<file path="config.mk">
export PLATFORM = sky130hd
export DESIGN_NAME = ffa_alu
export DESIGN_NICKNAME = d
export VERILOG_FILES = /design/src/rtl/core/ffa_pkg.sv /design/src/rtl/core/ffa_alu.sv
export SDC_FILE = /design/constraint.sdc
export NUM_CORES = 1
export LEC_CHECK = 0
export BUFFER_PORTS_ARGS = -buffer_cell sky130_fd_sc_hd__buf_2
export CAP_MARGIN = 20
export CORE_MARGIN = 1.5
export CORE_UTILIZATION = 50
export DETAILED_ROUTE_END_ITERATION = 12
export GPL_TIMING_DRIVEN = 0
export PLACE_DENSITY = 0.93
export SYNTH_ARGS = -nofsm -noshare
export SYNTH_HDL_FRONTEND = slang
export SYNTH_SLANG_ARGS = --single-unit
</file>
<file path="constraint.sdc">
create_clock -name vclk -period 2.5
set_clock_uncertainty 0.1 [all_clocks]
set_input_delay 0.125 -clock vclk [all_inputs]
set_output_delay 0.125 -clock vclk [all_outputs]
set_load 0.02 [all_outputs]
</file>
<file path="src/rtl/core/ffa_pkg.sv">
// Shared types and codes for the first-fit free-list allocator.
`default_nettype none
package ffa_pkg;

  typedef enum logic [0:0] {
    KIND_ALLOC = 1'b0,
    KIND_FREE  = 1'b1
  } kind_t;

  typedef enum logic [1:0] {
    STATUS_OK    = 2'd0,
    STATUS_PAD   = 2'd1,
    STATUS_NOFIT = 2'd2
  } status_t;

  typedef enum logic [0:0] {
    ALU_ADD = 1'b0,
    ALU_SUB = 1'b1
  } alu_op_t;

  localparam int SIZE_W  = 13;
  localparam int ALIGN_W = 4;
  localparam int ADDR_W  = 12;

endpackage
`default_nettype wire

</file>
<file path="src/rtl/core/ffa_alu.sv">
// Shared add/subtract unit with a less-than flag on its operands.
`default_nettype none
module ffa_alu #(
  parameter int W = 20
) (
  input  wire ffa_pkg::alu_op_t op,
  input  wire logic [W-1:0]     a,
  input  wire logic [W-1:0]     b,
  output logic      [W-1:0]     res,
  output logic                  lt
);
  import ffa_pkg::*;

  always_comb begin
    unique case (op)
      ALU_ADD: res = a + b;
      ALU_SUB: res = a - b;
      default: res = a + b;
    endcase
    lt = (a < b);
  end
endmodule
`default_nettype wire

</file>
### After elaboration in Yosys (flattened, before gate mapping)

Index checks and enable logic that the tools add are counted.

| cells by class | value |
|---|---|
| add/subtract/negate cells | 2 |
| $lt $le $gt $ge | 1 |
| mux-type cells | 1 |
| bitwise operators | 1 |

Operators by type and width:

| operator | count |
|---|---|
| 20-bit one-hot mux with 2 select lines | 1 |
| 20-bit adder | 1 |
| 20-bit less-than comparator | 1 |
| 20-bit subtractor | 1 |
| 1-bit NOT | 1 |

| storage, ports and cells | value |
|---|---|
| bits in registers | 0 |
| input bits | 41 |
| output and inout bits | 21 |
| logic and storage cells | 5 |

### Logic depth before layout (Yosys ltp)

Gate-level depths: netlist of the first run.

| logic depth | value |
|---|---|
| depth in word-level cells | 2 |
| depth in mapped cells | 10 |
| depth with buffers taken out | 10 |

### Worst setup path before layout of the first run

No wires, ideal clock.

| timing path | value |
|---|---|
| path type | input to output |
| start | input a[0] |
| end | output res[14] |
| data arrival time | 2.255 ns |
| required time | 2.275 ns |
| setup slack | 0.020 ns |
| cell stages on the path | 10 |
| path buffers | 0 |
| cell sequence | ha_1 inv_1 fa_1 o21ba_1 or4_1 a31oi_1 a41oi_1 o311a_1 a21oi_2 xnor2_1 |

| between the ends | value |
|---|---|
| word-level cells in the longest chain between the ends | 2 |
| elaborated cells between the ends (all ways) | 3 |
| classes of those cells | add/sub (2); mux (1) |

RTL lines:

| element | RTL line | text |
|---|---|---|
| from (decl) | ffa_alu.sv:7 | `input wire logic [W-1:0] a,` |
| 20-bit subtractor / 20-bit adder (equally long branches) | - |  |
| 20-bit one-hot mux with 2 select lines * | ffa_alu.sv:15 | `unique case (op)` |
| to (decl) | ffa_alu.sv:9 | `output logic [W-1:0] res,` |

Every way passes the cells marked *; elsewhere a longest branch is shown, timed or not.

### Worst setup path after layout of the first run

Ends and elaborated chain as after synthesis.

==> results of run 1 <==
==> final timing paths <==
check | slack, ns | cells past startpoint | startpoint | endpoint
worst max-delay path | -0.24 | 12 | a[0] | res[14]
worst min-delay path | 0.53 | 4 | b[0] | res[0]
==> kinds of logic (layout without fill, tap and decap cells) <==
kind of cell             Yosys count  count (layout)
XOR/XNOR                          18              18
buffers and inverters             54             123
AO/OA/AOI/OAI                    108             108
adder cells (fa/ha/maj)           41              41
multiplexers                       2               2
AND/OR/NAND/NOR                   70              70
==> layout make-up <==
class	count	area share, %
repair buffers	72	15.84
multi-input cells	239	73.62
inverters	39	5.532
plain buffers	12	2.742
well taps	48	2.270
==> routing by layer <==
metal / GRT usage, % / part of all wire [%] / vias to the layer above
met5: 0 / 0 / -
met4: 9.375 / 4.2 / 0
met3: 1.712 / 7.7 / 36
met2: 53.70 / 51 / 178
met1: 31.55 / 37 / 1194
li1: - / - / 1186
==> critical path, stage by stage <==
cell	delay [ns]
buf_8	0.08
ha_4	0.13
inv_2	0.04
fa_2	0.34
o21ba_4	0.20
or4_4	0.44
a31oi_4	0.22
a41oi_2	0.17
o311a_1	0.33
a21oi_2	0.15
xnor2_1	0.13
buf_4	0.16
==> layout by cell type (no fill, tap or decap), drive strengths merged, types with 3 or more instances in the layout <==
cell type   n
nand3b      3
nand2b      3
nand3       4
o21a        3
buf        75
clkbuf      9
ha         39
xnor2      14
nor3        7
a21oi      35
inv        39
o311ai      3
o211ai      4
nor2       17
o21ai      21
nor2b       5
a21o        7
nand4       3
a31oi       6
o31ai       9
xor2        4
and2        4
a211oi      6
nand2      16
==> power groups by stage <==
stage	clock, mW	sequential (mW)	combinational [mW]
after floorplan	0	0	0.467
after global placement	0	0	0.650
final	0	0	0.801
after CTS	0	0	0.700
after detailed placement	0	0	0.662
after global routing	0	0	0.854
==> repair_timing <==
action	CTS	global route
buffers inserted	2	9
pin swaps	6	14
hold buffers	0	0
resized for setup	25	41
setup endpoints to repair	12	12
==> per-stage QoR <==
stage	power (mW)	TNS (ns)	instance area [sq um]
after floorplan	0.4674	0	1959
final	0.8006	-0.8100	2646
after CTS	0.7003	-0.7863	2439
after global placement	0.6504	-2.026	2325
after detailed placement	0.6623	-2.328	2325
after global routing	0.8539	-1.503	2646
==> qor.yml, run 1 <==
status:
  status: "finished, violations left"
  violations: "setup timing"
layout:
  multiInputGateArea_sq_um: 1948
  layout-drive-gt1-share_pct: 32.60
  antenna_cells: 0
  final_util_pct: 71.21
  regArea_sq_um: 0
  area_delta_synth_final_pct: 35.06
  nClkBuffers: 0
  fin_cells: 410
  fill_cells: 300
  seq_cells: 0
  nNetsFinal: 446
routing:
  num_vias: 2594
  viasPerCell: 6.327
  drt_pass1_iterations: 5
  drt-initial-drc-count: 281
  avgRoutedWirePerCell_microns: 16.21
  ant_nets: 0
  wl_microns: 6645
  drc: 0
floorplanning:
  die-area_sq_um: 4303
  core_sq_um: 3716
  start_util_pct: 52.73
  rows: 22
  fp.dieW_microns: 65.60
  die_h_microns: 65.60
  io_pins: 62
grt:
  grt_usage_pct: 27.67
  grt_pass1_vias: 2287
  grt_pass1_wl_microns: 9798
  antenna_found_initial: 0
  overflow: 0
  grt_max_degree: 11
sta:
  fin_crit_ns: 2.738
  maxSlewHeadroom_pct: 65.37
  worst_slack_ns: -0.2379
  whs_ns: 0.5337
  finalMaxSlewViolations: 0
  tightest_slew_ns: 0.5194
  hold_violations: 0
  grt_setup_unrepaired: "true"
  period_share_pct: 109.5
  max_freq_mhz: 365.2
  setup_viol: 9
synth:
  synth_compound_area_share_pct: 35.06
  synth_common_cells: "39 x ha_1, 39 x inv_1, 34 x a21oi_1"
  synth.top_cell.area_share_pct: 24.90
  syn_area_sq_um: 1959
  synth_cell_types: 47
  syn_inst: 293
  syn_area_per_cell_sq_um: 6.687
  synthTopCellsByArea: "ha_1 25%, a21oi_1 8.7%, inv_1 7.5%"
  synthMuxAreaShare_pct: 1.022
  synth_xor_area_share_pct: 8.046
  synthSimpleGateAreaFrac_pct: 18.01
  ys_seq_area_share_pct: 0
  synth_top_cell_by_area: "ha_1"
  syn_nets: 375
  yosysWarnings: 0
  synth_top_family_by_area: "compound AO/OA/AOI/OAI gates"
  synthAdderAreaFrac_pct: 26.95
power:
  clock_power_share_pct: 0
  ir_drop_v: 0.0001928
  leakage_nw: 1.283
  p_int_mw: 0.3255
  seqPwrFrac_pct: 0
  netSwitchingFraction_pct: 59.34
  pwr-share-comb_pct: 100.0
  p_sw_mw: 0.4751
  power_density_nw_per_um2: 302.5
placed_design:
  place.gp.congestion: 0.9501
  dp_hpwl_microns: 4620
  dpl_worst_slack_ns: -0.4241
  dp.cells: 402
  io_buffer_count: 61
job:
  maxCapViolations: 0
worst_setup_path:
  end_kind: "output pin"
  path_class: "input port to output pin"
  startpoint_type: "input port"
  worstPathArrival_ns: 2.51
  worstPathMaxFanout: 3
  critPathRequiredTime_ns: 2.28
hold_path:
  hold_class: "input port to output pin"
(Power assumes the default switching activity.)
==> run 2: changes to the inputs <==
==> config.mk (replaced) <==
export PLATFORM = sky130hd
export DESIGN_NAME = ffa_alu
export DESIGN_NICKNAME = d
export VERILOG_FILES = /design/src/rtl/core/ffa_pkg.sv /design/src/rtl/core/ffa_alu.sv
export SDC_FILE = /design/constraint.sdc
export NUM_CORES = 1
export LEC_CHECK = 0
export ABC_AREA = 1
export CAP_MARGIN = 20
export CORE_MARGIN = 1.5
export CORE_UTILIZATION = 56
export DETAILED_ROUTE_END_ITERATION = 12
export DONT_BUFFER_PORTS = 1
export GPL_TIMING_DRIVEN = 0
export PLACE_DENSITY = 0.85
export SYNTH_ARGS = -nofsm -noshare
export SYNTH_HDL_FRONTEND = slang
export SYNTH_SLANG_ARGS = --single-unit
==> qor.yml, run 2 <==
power:
  ir_drop_v: 0.0001371
  power_density_nw_per_um2: 263.5
  netSwitchingFraction_pct: 69.30
  leakage_nw: 1.804
  clock_power_share_pct: 0
  pwr-share-comb_pct: 100.0
  p_int_mw: 0.2332
  seqPwrFrac_pct: 0
  p_sw_mw: 0.5266
grt:
  grt_max_degree: 11
  overflow: 0
  antenna_found_initial: 0
  grt_usage_pct: 29.20
  grt_pass1_vias: 2953
  grt_pass1_wl_microns: 12790
layout:
  nClkBuffers: 0
  final_common_cell: "nand2_1"
  fill_cells: 527
  layout-drive-gt1-share_pct: 6.387
  nNetsFinal: 632
  seq_cells: 0
  area_delta_synth_final_pct: 2.994
  regArea_sq_um: 0
  layout_common_cells: "212 x nand2_1, 97 x inv_1, 47 x nor2_1"
  antenna_cells: 0
synth:
  ys_seq_area_share_pct: 0
  synth.most_common_cell: "nand2_1"
  syn_inst: 548
  syn_area_sq_um: 2800
  syn_nets: 630
  synth_cell_types: 28
  synthTopCellsByArea: "nand2_1 28%, ha_1 17%, inv_1 13%"
  yosysWarnings: 0
  syn_area_per_cell_sq_um: 5.110
  synth_top_cell_by_area: "nand2_1"
  synth_common_cells: "212 x nand2_1, 97 x inv_1, 47 x nor2_1"
  synth.top_cell.area_share_pct: 28.42
floorplanning:
  die-area_sq_um: 5434
  core_sq_um: 4755
  rows: 25
  fp.dieW_microns: 73.72
  die_h_microns: 73.72
  start_util_pct: 58.89
  io_pins: 62
status:
  status: "finished clean"
placed_design:
  place.gp.congestion: 0.9992
  dpl_worst_slack_ns: 0.3933
  dp_hpwl_microns: 6673
  io_buffer_count: 0
worst_setup_path:
  crit_path_frequent_cell: "nand2_1"
  path_buf_inv: 2
  cp_slowest_stage_delay_ns: 0.40
  end_kind: "output pin"
  path_class: "input port to output pin"
  critPathSlowestCell: "fa_1"
  worstPathArrival_ns: 1.94
  path_cells: "inv_1 -> ha_1 -> fa_1 -> inv_1 -> nand3_1 -> nand3_1 -> nand2_1 -> nand2_1 -> nand3_1 -> nand2_1 -> nand2_1 -> nand2_1 -> nand2_1 -> nand2_1"
  startpoint_type: "input port"
  critPathRequiredTime_ns: 2.28
  cp_top_family: "simple AND/OR/NAND/NOR gates"
  worstPathMaxFanout: 3
sta:
  setup_tns_ns: 0
  whs_ns: 0.3423
  hold_violations: 0
  grt_setup_unrepaired: "false"
  tightest_slew_ns: 0.6208
  maxSlewHeadroom_pct: 58.61
  fin_crit_ns: 2.166
  max_freq_mhz: 461.7
  period_share_pct: 86.63
  worst_slack_ns: 0.3342
  finalMaxSlewViolations: 0
  setup_viol: 0
routing:
  avgRoutedWirePerCell_microns: 12.87
  drc: 0
  viasPerCell: 5.447
  wl_microns: 7917
  drt_pass1_iterations: 5
  ant_nets: 0
  drt-initial-drc-count: 341
  num_vias: 3350
cts:
  postCtsHoldBufs: 0
  cts_resized: 0
  post-cts-setup-buffer-count: 0
hold_path:
  hold_class: "input port to output pin"
job:
  maxCapViolations: 0
-- run 2: layout make-up --
| class | instances | area, sq um | share of cell area, % |
|---|---|---|---|
| inverters | 100 | 375.4 | 13.02 |
| well taps | 67 | 83.83 | 2.907 |
| multi-input cells | 431 | 2282 | 79.13 |
| plain buffers | 17 | 142.6 | 4.946 |
-- run 2: worst paths after layout --
path,startpoint,to,slack [ns],cells after the start
setup / recovery,a[0],res[16],0.33,14
hold / removal,b[0],res[0],0.34,2
-- run 2: metal layers --
metal	global-route usage (%)	routed length (microns)	vias to the layer above
li1	-	-	1679
met1	39.77	3270	1462
met2	49.55	3683	195
met3	3.567	873	14
met4	4.938	89	0
met5	0	0	-
-- run 2: logic make-up after synthesis --
kind of cell	after synthesis	synth area share, %
and+or+nand+nor	325	48.26
buffers and inverters	117	18.50
AOI/OAI and AO/OA	52	10.28
adders and majority gates	41	18.86
xor gates and xnor gates	12	3.753
muxes	1	0.3575
-- run 2: metrics by stage --
step                total power [mW]  instances  area, sq um  utilization (%)
floorplan                     0.6086        548         2800                -
global placement              0.7283        615         2884            60.66
detailed placement            0.7411        615         2884            60.66
CTS                           0.7443        615         2884            60.66
global route                  0.8456        615         2884            60.66
finish                        0.7598        615         2884            60.66
-- run 2: power groups by stage --
stage / Clock [mW] / Combinational (mW) / Sequential (mW)
after CTS: 0 / 0.744 / 0
after global routing: 0 / 0.846 / 0
after detailed placement: 0 / 0.741 / 0
final: 0 / 0.760 / 0
after global placement: 0 / 0.728 / 0
after floorplan: 0 / 0.609 / 0
==> run 3: changes to the inputs <==
==> constraint.sdc (replaced) <==
create_clock -name vclk -period 1.8
set_clock_uncertainty 0.1 [all_clocks]
set_input_delay 0.09 -clock vclk [all_inputs]
set_output_delay 0.09 -clock vclk [all_outputs]
set_load 0.02 [all_outputs]
==> qor.yml, run 3 (synthesis results as in run 2) <==
floorplanning:
  io_pins: 62
  start_util_pct: 58.89
  fp.dieW_microns: 73.72
  die-area_sq_um: 5434
  core_sq_um: 4755
  rows: 25
  die_h_microns: 73.72
sta:
  max_freq_mhz: 558.7
  whs_ns: 0.2735
  period_share_pct: 99.45
  tightest_slew_ns: 0.6105
  setup_viol: 0
  worst_slack_ns: 0.009973
  maxSlewHeadroom_pct: 59.30
  grt_setup_unrepaired: "true"
  fin_crit_ns: 1.790
  hold_violations: 0
  finalMaxSlewViolations: 0
status:
  status: "finished clean"
worst_setup_path:
  worstPathMaxFanout: 7
  path_class: "input port to output pin"
  worstPathArrival_ns: 1.60
  end_kind: "output pin"
  critPathRequiredTime_ns: 1.61
  startpoint_type: "input port"
placed_design:
  io_buffer_count: 0
  dp.cells: 615
  place_area_sq_um: 2884
  dp_hpwl_microns: 6673
  dpl_worst_slack_ns: -0.2367
  place.gp.congestion: 0.9992
layout:
  nNetsFinal: 642
  stdcell_area_sq_um: 3367
  fill_cells: 446
  layout_common_cells: "183 x nand2_1, 91 x inv_1, 35 x nor2_1"
  multiInputGateArea_sq_um: 2664
  regArea_sq_um: 0
  fin_cells: 625
  layout-drive-gt1-share_pct: 22.40
  antenna_cells: 0
  nClkBuffers: 0
  area_delta_synth_final_pct: 20.24
  seq_cells: 0
  final_common_cell: "nand2_1"
power:
  power_density_nw_per_um2: 380.4
  fin_total_pwr_mw: 1.281
  ir_drop_v: 0.0002193
  leakage_nw: 1.897
grt:
  overflow: 0
  grt_pass1_vias: 3018
  grt_pass1_wl_microns: 13010
  antenna_found_initial: 0
  grt_usage_pct: 29.74
  grt_max_degree: 11
hold_path:
  hold_class: "input port to output pin"
job:
  maxCapViolations: 0
routing:
  ant_nets: 0
  drt_pass1_iterations: 6
  avgRoutedWirePerCell_microns: 14.21
  num_vias: 3518
  viasPerCell: 5.629
  drt-initial-drc-count: 367
  wl_microns: 8883
  drc: 0
cts:
  postCtsHoldBufs: 0
==> run 3: cell types whose count changed in the layout (fill, tap and decap cells not counted), moves of 5 or more <==
cell     previous run  this run
nand3_2             1         8
nor2_1             47        35
nand3_1            36        27
a21oi_1            27        16
a21oi_2             2        10
buf_4               6        12
nand2_2             3        28
nand2_1           212       183
nor2_4              0         8
inv_1              97        91
ha_1               39        34
==> run 3: critical path, stage by stage <==
cell and delay, ns:
inv_1 0.02, ha_1 0.28, buf_6 0.16, inv_1 0.08, a21oi_2 0.21, nand2_1 0.12
o21ai_1 0.23, nand2_1 0.09, nand2_1 0.07, nand2_1 0.05, nand2_1 0.07, nand2_2 0.11
==> run 3: through the flow <==
step / setup TNS (ns) / utilization [%]
final: 0 / 70.82
after global placement: -1.168 / 60.66
after floorplan: 0 / -
after global routing: -0.4821 / 70.82
after CTS: -0.007016 / 62.05
after detailed placement: -1.281 / 60.66
==> run 3: path summary, 6_finish.rpt <==
| check | startpoint | to | depth (start not counted) |
|---|---|---|---|
| max | b[5] | res[14] | 12 |
| min | b[0] | res[0] | 2 |
==> run 3: area by class of cell <==
type,count,share of cell area (%)
multi-input combinational,431,79.12
timing repair buffer,10,2.230
buffer,17,4.682
inverter,100,11.48
tap,67,2.490
==> run 3: what timing repair did <==
item	CTS	global route
setup endpoints to repair	14	18
setup buffers	0	10
pin swaps	4	26
resized for setup	22	90
==> run 3: power breakdown <==
group / internal [mW] / total [mW] / switching (mW) / leakage (nW)
Clock: 0 / 0 / 0 / 0
Sequential: 0 / 0 / 0 / 0
Combinational: 0.425 / 1.28 / 0.856 / 1.90
Total: 0.425 / 1.28 / 0.856 / 1.90
==> run 3: routing by layer <==
metal | wire [microns] | track usage (%)
met2 | 4246 | 51.35
met1 | 3568 | 39.64
met3 | 871 | 3.567
met4 | 196 | 5.556
met5 | 0 | 0
